$ cat src/rtl/plks_pkg.sv
// Package for the piecewise linear keyframe sampler.
// Widths, defaults and op codes; no dependencies.
package plks_pkg;
  localparam int unsigned DefMaxKeys = 16;
  localparam int unsigned PosW = 16;
  localparam int unsigned ChanW = 16;
  localparam int unsigned CountW = 5;
  localparam logic OpLoad = 1'b0;
  localparam logic OpSample = 1'b1;
endpackage

$ cat src/rtl/plks_div.sv
// Pipelined restoring divider: quotient of (num << 16) / den, 16 bits.
// One quotient bit per stage; carries a sideband tag. Uses plks_pkg.
module plks_div import plks_pkg::*; #(
  parameter int unsigned TagW = 8
) (
  input  logic            clk,
  input  logic            rst,
  input  logic            adv,
  input  logic            in_valid,
  input  logic [PosW-1:0] num,
  input  logic [PosW-1:0] den,
  input  logic [TagW-1:0] in_tag,
  output logic            out_valid,
  output logic [PosW-1:0] quo,
  output logic [TagW-1:0] out_tag
);
  logic [PosW:0]   rem [PosW+1];
  logic [PosW-1:0] dv  [PosW+1];
  logic [PosW-1:0] q   [PosW+1];
  logic [TagW-1:0] tg  [PosW+1];
  logic            vl  [PosW+1];

  always_comb begin
    rem[0] = {1'b0, num};
    dv[0] = den;
    q[0] = '0;
    tg[0] = in_tag;
    vl[0] = in_valid;
  end

  for (genvar i = 0; i < PosW; i++) begin : g_stage
    logic [PosW+1:0] sh;
    logic [PosW+1:0] diff;
    always_comb begin
      sh = {rem[i], 1'b0};
      diff = sh - {2'b00, dv[i]};
    end
    always_ff @(posedge clk) begin
      if (rst) begin
        vl[i+1] <= 1'b0;
      end else if (adv) begin
        vl[i+1] <= vl[i];
      end
      if (adv) begin
        if (!diff[PosW+1]) begin
          rem[i+1] <= diff[PosW:0];
          q[i+1] <= {q[i][PosW-2:0], 1'b1};
        end else begin
          rem[i+1] <= sh[PosW:0];
          q[i+1] <= {q[i][PosW-2:0], 1'b0};
        end
        dv[i+1] <= dv[i];
        tg[i+1] <= tg[i];
      end
    end
  end

  assign out_valid = vl[PosW];
  assign quo = q[PosW];
  assign out_tag = tg[PosW];
endmodule

$ cat config.mk
export PLATFORM = sky130hd
export DESIGN_NAME = plks_div
export DESIGN_NICKNAME = d
export VERILOG_FILES = /design/src/rtl/plks_pkg.sv /design/src/rtl/plks_div.sv
export SDC_FILE = /design/constraint.sdc
export NUM_CORES = 1
export LEC_CHECK = 0
export BUFFER_PORTS_ARGS = -buffer_cell sky130_fd_sc_hd__clkbuf_2
export CELL_PAD_IN_SITES_DETAIL_PLACEMENT = 0
export CELL_PAD_IN_SITES_GLOBAL_PLACEMENT = 1
export CORE_ASPECT_RATIO = 0.75
export CORE_MARGIN = 4
export CORE_UTILIZATION = 45
export CTS_CLUSTER_DIAMETER = 80
export DETAILED_ROUTE_END_ITERATION = 8
export GPL_ROUTABILITY_DRIVEN = 0
export PLACE_DENSITY_LB_ADDON = 0.1
export SLEW_MARGIN = 15
export SYNTH_ARGS = -nofsm -noshare
export SYNTH_HDL_FRONTEND = slang
export SYNTH_SLANG_ARGS = --single-unit
$ cat constraint.sdc
create_clock -name clk -period 2.95 [get_ports clk]
set_input_delay 0.59 -clock clk [delete_from_list [all_inputs] [get_ports clk]]
set_output_delay 0.59 -clock clk [all_outputs]
set_load 0.1 [all_outputs]
**Word-level counts from Yosys, hierarchy flattened**

Index checks and enable logic that the tools add are counted.

- Muxes and demuxes: 31
- Add/subtract/negate cells: 16

Operators by type and width:

| cell | number |
|---|---|
| subtractor 18 x 16 -> 18 bit | 15 |
| two-way mux 17 bit | 15 |
| subtractor 17 x 16 -> 18 bit | 1 |
| two-way mux 1 bit | 16 |

- Output and inout bits: 25
- Register bits after elaboration: 775

**Depth between registers and ports, before layout**

Gate-level depths: netlist (run 1).

- Depth after elaboration: 2
- Mapped depth: 10
- Depth with buffers taken out: 9

**Worst setup path after synthesis (run 1)**

Ideal clock, no wire load.

- Kind: in2reg
- Start point: input port den[1]
- End point: register rem (netlist bit g_stage[1].sh[11]) (data pin)
- Buffers on the path: 1
- Arrival: 2.613 ns
- Cell stages on the path: 10
- Setup time: 0.260 ns
- Required time: 2.690 ns
- Slack: 0.077 ns
- Cells stage by stage: inv_1 > ha_1 > nor2b_1 > o2111ai_1 > a311o_1 > a21oi_1 > or2_2 > a21oi_4 > buf_4 > mux2_2

- Word-level cells in the longest chain between the ends: 2

Ends and longest elaborated chain:

| what | RTL line | RTL |
|---|---|---|
| from (decl) | plks_div.sv:11 | `input logic [PosW-1:0] den,` |
| subtractor 17 x 16 -> 18 bit | plks_div.sv:36 | `diff = sh - {2'b00, dv[i]};` |
| two-way mux 17 bit | plks_div.sv:45 | `if (!diff[PosW+1]) begin` |
| to (signal, indexed assignment) | plks_div.sv:46 | `rem[i+1] <= diff[PosW:0];` |
| to (signal, indexed assignment) | plks_div.sv:49 | `rem[i+1] <= sh[PosW:0];` |
| to (decl) | plks_div.sv:17 | `logic [PosW:0] rem [PosW+1];` |

No other way between the ends.
A chain may end at the register's enable or synchronous reset.

**Worst setup path after layout (run 1)**

- Start point: register dv[108] in the netlist's numbering
- End point: register rem (netlist bit g_stage[11].sh[5]) (data pin)

- Word-level cells in the longest chain between the ends: 2

Ends and longest elaborated chain:

| what | RTL line | RTL |
|---|---|---|
| from (decl) | plks_div.sv:18 | `logic [PosW-1:0] dv [PosW+1];` |
| from (signal, indexed assignment) | plks_div.sv:52 | `dv[i+1] <= dv[i];` |
| subtractor 18 x 16 -> 18 bit | plks_div.sv:36 |  |
| two-way mux 17 bit | plks_div.sv:45 |  |

No other way between the ends.

==> impl_metrics.tcl, run 1 <==
set metrics [dict create \
    cp.arrival_ps 3250 \
    cts_hold_buffers 0 \
    htreeDepth 3 \
    finalCriticalPeriod_ps 2890 \
    synthToLayoutAreaGrowth_pct 18.5 \
    worstHoldStart "in_tag[6]" \
    intPower_uw 34400 \
    vias 25000 \
    slowest_delay_ps 480 \
    drv_cap 0 \
    p_sw_share_pct 34.7 \
    start_kind "register" \
    synth_common_cells "edfxtp_1 (759), inv_1 (314), ha_1 (240), a21oi_1 (231), nor2_1 (190)" \
    rrSetupSlack_ps 60 \
    place_inst 4484 \
    async_reset_ff_share_pct 0 \
    grt_first_pass_wirelength_mm 134 \
    path_clk_slew_ps 60 \
    num_io_pins 69 \
    worst_pin_slew_ps 670 \
    synth_fa_ha_area_share_pct 8.41 \
    slew_headroom_pct 54.7 \
    drtIter0Drc 2212 \
    worstPathCellList "inv_1 > ha_1 > a21oi_1 > o21ai_0 > a2111oi_2 > o31ai_1 > buf_4 > xor2_2 > buf_12 > mux2_2" \
    grt_antenna_before_repair 0 \
    synth_compound_area_share_pct 11.9 \
    firstDrtPassIters 8 \
    syn_avg_cell_area_um2 12.7 \
    synth-edff-count 759 \
    hold_viol_final 0 \
    start_util_pct 45.5 \
    min_delay_worst_endpoint "tg[126]$_DFFE_PP_" \
    netlist_area_mm2 0.0393 \
    fin_skew_ps 17.4 \
    critical_path.top_delay_family "compound AO/OA/AOI/OAI gates" \
    syn_nets 3381 \
    vias_per_cell 5.38 \
    cts_tree "built" \
    core_mm2 0.0862 \
    nNetsFinal 3748 \
    hold_path_class "primary input to register" \
    wl_mm 85.8 \
    final_cell_area_mm2 0.0465 \
    maxSlewViolCount 0 \
    rows 93 \
    ys_types 69 \
    synth_top_cell_by_area "edfxtp_1" \
    synth.most_common_cell "edfxtp_1" \
    r2r-end "g_stage[11].sh[5]$_DFFE_PP_" \
    dieArea_mm2 0.0921 \
    outcome "finished clean" \
    fin_hold_ws_ps 145 \
    grt_pass1_vias 23800 \
    period_share_pct 97.8 \
    layout-drive-gt1-share_pct 20.5 \
    ff_latch_area_mm2 0.0231 \
    drt-wirelength-per-cell_um 18.4 \
    multi_input_area_mm2 0.0152 \
    rsz0062_at_grt "true" \
    grt_max_degree 90 \
    final.setup.tns_ps 0 \
    max_freq_mhz 347 \
    cts_buffer_depth 3 \
    dieHeight_um 264 \
    cts-root-buf "clkbuf_16" \
    portBuffers 68 \
    placed_area_mm2 0.0430 \
    seqPwrFrac_pct 32.6 \
    grt_remaining_overflow 0 \
    power.density_mw_per_mm2 1130 \
    finalSetupViolations 0 \
    cp_max_fo 16 \
    synth-xor-area-share_pct 4.02 \
    critPathKind "register to register" \
    synth.area.top_cells "edfxtp_1 (58%), ha_1 (7.6%), mux2_2 (4.5%), inv_1 (3.0%), a21oi_1 (2.9%)" \
    synth_top_cell_area_share_pct 58.0 \
    synthCells 3082 \
    synth.area.mux_share_pct 5.70 \
    crit_buf_inv 3 \
    power_leakage_uw 0.0187 \
    nFillCells 7225 \
    yosys_most_used_dff "edfxtp_1" \
    fp.dieW_um 349 \
    hpwl_mm 62.5 \
    critPathRequiredTime_ps 3310 \
    yosys.area_share.simple_pct 7.21 \
    yosys_register_bits 775 \
    hold_path_depth 1 \
    vdd_drop_max_mv 0.607 \
    synth_seq_area_share_pct 58.9 \
    yosysWarnings 0 \
    crit_slowest_cell "a2111oi_2" \
    synth_top_family_by_area "compound AO/OA/AOI/OAI gates" \
    track_usage_pct 18.1 \
    diodes 0 \
    cts.sinks 775 \
    cts_buffers 81 \
    ant_nets 0 \
    combPwrFrac_pct 47.4 \
    clock_power_share_pct 20.0 \
    r2r_start "dv[108]$_DFFE_PP_" \
    insertion_delay_ps 630 \
    worst_setup_path_end_kind "register" \
    drc 0 \
    fin_cells 4654 \
    power.switching_uw 18300 \
    r2r_cells 10 \
]
cell type report:
type	count	share of cell area, %
Clock inverter	45	1.19
Sequential cell	775	49.7
Multi-Input combinational cell	1936	32.6
Clock buffer	103	4.69
Timing Repair Buffer	341	6.25
Inverter	314	2.53
Tap cell	1140	3.06
per-layer routing:
layer	up-vias	wire (µm)	global-route usage, %
met4	0	1220	3.46
met2	624	31200	22.1
met1	12100	47600	31.5
met3	90	5780	3.89
li1	12200	-	-
met5	-	0	0
worst max-delay path by stage:
stage                               start  cells past startpoint  slack [ps]                     endpoint
6_report                dv[108]$_DFFE_PP_                     10          60  g_stage[11].sh[5]$_DFFE_PP_
5_1_grt                 dv[177]$_DFFE_PP_                     10         -50  g_stage[6].sh[12]$_DFFE_PP_
4_1_cts        g_stage[3].sh[6]$_DFFE_PP_                     10         -30  g_stage[4].sh[14]$_DFFE_PP_
3_5_place_dp   g_stage[3].sh[6]$_DFFE_PP_                      9        -250   g_stage[4].sh[4]$_DFFE_PP_
3_3_place_gp                       den[1]                     11        -230   g_stage[1].sh[4]$_DFFE_PP_
2_1_floorplan                      den[1]                     10          80  g_stage[1].sh[11]$_DFFE_PP_
repair_timing:
action                     in CTS  in global routing
cloned                          1                  5
setup buffers                   7                 11
resized for setup              17                 96
pin swaps                       6                 13
setup endpoints to repair      30                178
flip-flops by register name (all words and copies together) (netlist names):
register,cells
g_stage.sh,255
dv,240
quo,16
vl,15
out_valid,1
tg,120
q,120
out_tag,8
kinds of logic (layout without fill, tap and decap cells):
logic type / after synthesis / after routing
AO/OA/AOI/OAI: 712 / 712
XOR/XNOR: 180 / 180
adder cells (fa/ha/maj): 255 / 255
buffers and inverters: 371 / 803
flip-flops: 775 / 775
multiplexers: 202 / 202
AND/OR/NAND/NOR: 587 / 587
through the flow:
| stage | utilization [%] | total power (µW) | setup WS [ps] |
|---|---|---|---|
| floorplan | - | 32500 | 77.4 |
| detailed placement | 49.8 | 40300 | -246 |
| finish | 54.0 | 52800 | 64.7 |
| global placement | 49.8 | 39800 | -227 |
| global route | 54.0 | 56100 | -50.8 |
| CTS | 53.2 | 51500 | -32.2 |
power by group through the flow:
| stage | logic, µW | registers [µW] | clock network (µW) |
|---|---|---|---|
| after floorplan | 15800 | 16800 | 0 |
| after global placement | 22500 | 17400 | 0 |
| after detailed placement | 22900 | 17400 | 0 |
| after CTS | 23400 | 17200 | 10900 |
| after global routing | 27200 | 17500 | 11400 |
| final | 25000 | 17200 | 10600 |
placed cells by master, fill, tap and decap left out, drive strengths merged, types with 19 or more instances in the layout:
master,instances
edfxtp,759
inv,317
buf,269
ha,240
a21oi,232
nor2,190
clkbuf,175
mux2,160
nand2,144
xnor2,128
o21ai,103
o21a,75
nor2b,59
xor2,52
mux2i,42
a21o,42
and3,41
o31ai,36
o211ai,35
nand3,31
nor3,31
clkinv,29
or3,25
o21bai,23
a211o,21
a31oi,20
nand2b,19
and2,19
No activity file was read; power rests on OpenSTA's default activity.
==> run 2, diff against run 1 <==
ABC_AREA = 1   (was default)
==> impl_metrics.tcl, run 2 <==
set metrics [dict create \
    outcome "finished clean" \
    endpoint "g_stage[11].sh[4]$_DFFE_PP_" \
    finalSetupViolations 0 \
    rrSetupSlack_ps 420 \
    slew_headroom_pct 60.0 \
    r2r-end "g_stage[11].sh[4]$_DFFE_PP_" \
    vdd_drop_max_mv 0.441 \
    drtIter0Drc 2514 \
    vias 33500 \
    fin_util_pct 49.5 \
    start_kind "register" \
    worstPathCellList "inv_1 > ha_1 > a21oi_1 > o21ai_1 > nor2_4 > nand3_2 > nand3_1 > nand2_1" \
    cts_buffer_depth 3 \
    worst_pin_slew_ps 602 \
    htreeDepth 3 \
    diodes 0 \
    slowest_delay_ps 550 \
    cp_num_cells 8 \
    grt_max_degree 103 \
    synthToLayoutAreaGrowth_pct 9.34 \
    cts_tree "built" \
    nNetsFinal 5643 \
    synth.area.mux_share_pct 0 \
    synth_top_cell_area_share_pct 49.7 \
    max_freq_mhz 395 \
    fin_skew_ps 31.3 \
    postCtsSetupBuffers 0 \
    dieArea_mm2 0.107 \
    ys_types 35 \
    cts-root-buf "clkbuf_16" \
    yosys_register_bits 775 \
    critPathLaunch "dv[110]$_DFFE_PP_" \
    grt_antenna_before_repair 1 \
    rows 101 \
    critPathRequiredTime_ps 3370 \
    synthCells 5243 \
    num_io_pins 69 \
    cts_hold_buffers 0 \
    cp_max_fo 16 \
    dieHeight_um 284 \
    cp.arrival_ps 2950 \
    synth-edff-count 759 \
    layout-drive-gt1-share_pct 8.90 \
    hpwl_mm 87.4 \
    synth.most_common_cell "nand2_1" \
    syn_avg_cell_area_um2 8.75 \
    cts.sinks 775 \
    ant_nets 0 \
    maxSlewViolCount 0 \
    cts_buffers 85 \
    hold_path_class "primary input to register" \
    netlist_area_mm2 0.0459 \
    synth-xor-area-share_pct 2.00 \
    core_mm2 0.101 \
    yosysWarnings 0 \
    largest_reg_flops 255 \
    syn_nets 5542 \
    final.setup.tns_ps 0 \
    grt_remaining_overflow 0 \
    top_usage_layer "met1" \
    crit_buf_inv 1 \
    critPathKind "register to register" \
    path_clk_slew_ps 70 \
    finalCriticalPeriod_ps 2530 \
    yosys_most_used_dff "edfxtp_1" \
    period_share_pct 85.9 \
    hold_viol_final 0 \
    firstDrtPassIters 8 \
    drc 0 \
    synth_fa_ha_area_share_pct 7.20 \
    track_usage_pct 21.5 \
    drt-wirelength-per-cell_um 17.0 \
    wl_mm 115 \
    portBuffers 68 \
    synth_top_family_by_area "simple AND/OR/NAND/NOR gates" \
    grtUsageMet3_pct 3.97 \
    grt_first_pass_wirelength_mm 181 \
    fin_hold_ws_ps 93.5 \
    r2r_start "dv[110]$_DFFE_PP_" \
    crit_slowest_cell "edfxtp_1" \
    vias_per_cell 4.95 \
    grt_util_met1_pct 34.7 \
    r2r_cells 8 \
    synth_seq_area_share_pct 50.4 \
    final_common_cell "nand2_1" \
    synth_compound_area_share_pct 2.58 \
    grt_pass1_vias 31700 \
    synth_common_cells "nand2_1 (1700), inv_1 (952), edfxtp_1 (759), nand3_1 (606), ha_1 (240)" \
    hold_path_depth 1 \
    async_reset_ff_share_pct 0 \
    yosys.area_share.simple_pct 28.0 \
    worst_setup_path_end_kind "register" \
    synth_top_cell_by_area "edfxtp_1" \
    fp.dieW_um 377 \
    synth.area.top_cells "edfxtp_1 (50%), nand2_1 (14%), inv_1 (7.8%), nand3_1 (6.6%), ha_1 (6.5%)" \
    power.density_mw_per_mm2 1030 \
    final_cell_mix "nand2_1 (1700), inv_1 (952), edfxtp_1 (759)" \
    rsz0062_at_grt "false" \
    start_util_pct 45.3 \
    critical_path.top_delay_family "simple AND/OR/NAND/NOR gates" \
    cts_resized 0 \
    drv_cap 0 \
    power_leakage_uw 0.0247 \
    grtUsageMet2_pct 29.7 \
    insertion_delay_ps 680 \
]
==> run 2: changes by cell type after synthesis, moves of 75 or more <==
cell / before / now
inv_1: 314 / 952
mux2_2: 156 / 0
nand2_1: 144 / 1700
nand3_1: 30 / 606
nand3_2: 0 / 82
o21a_1: 75 / 0
o21ai_0: 102 / 21
xnor2_1: 128 / 35
==> run 2: report_power, final <==
group	internal, µW	switching, µW
clock network	5960	4500
registers	15600	2070
logic	7890	15600
total	29500	22200
==> run 2: how the worst min path moves through the flow <==
| stage | startpoint | to | slack, ps |
|---|---|---|---|
| 6_report | in_tag[3] | tg[123]$_DFFE_PP_ | 90 |
| 5_1_grt | in_tag[0] | tg[120]$_DFFE_PP_ | 40 |
| 4_1_cts | in_tag[6] | tg[126]$_DFFE_PP_ | 40 |
| 3_5_place_dp | q[132]$_DFFE_PP_ | q[117]$_DFFE_PP_ | 400 |
| 3_3_place_gp | tg[46]$_DFFE_PP_ | tg[38]$_DFFE_PP_ | 400 |
| 2_1_floorplan | tg[8]$_DFFE_PP_ | out_tag[0]$_DFFE_PP_ | 400 |
==> run 2: logic make-up after synthesis <==
kind of cell / Yosys count
AO/OA/AOI/OAI: 219
XOR/XNOR: 105
adder cells (fa/ha/maj): 255
buffers and inverters: 1067
flip-flops: 775
AND/OR/NAND/NOR: 2822
==> run 2: routing by layer <==
layer  vias to the layer above  part of all wire (%)
li1                      17100                     -
met1                     15500                    53
met2                       750                    39
met3                       116                   6.0
met4                         0                   1.7
met5                         -                     0
==> run 2: area by class of cell <==
type                       count  area, µm²
clock inverter                52        524
tap                         1339       1680
inverter                     980       3680
multi-input combinational   3401      18300
timing repair buffer         101        686
fill                        9740      51100
clock buffer                 104       2220
sequential                   775      23100
==> run 2: stage by stage <==
| step | std cells | setup WS (ps) | total power [µW] | instance area [µm²] |
|---|---|---|---|---|
| after floorplan | 5243 | 812 | 35200 | 45900 |
| after global placement | 6596 | 405 | 41200 | 47400 |
| after detailed placement | 6596 | 426 | 41200 | 47400 |
| after CTS | 6752 | 396 | 52000 | 50200 |
| after global routing | 6752 | 229 | 56100 | 50200 |
| final | 6752 | 417 | 51700 | 50200 |
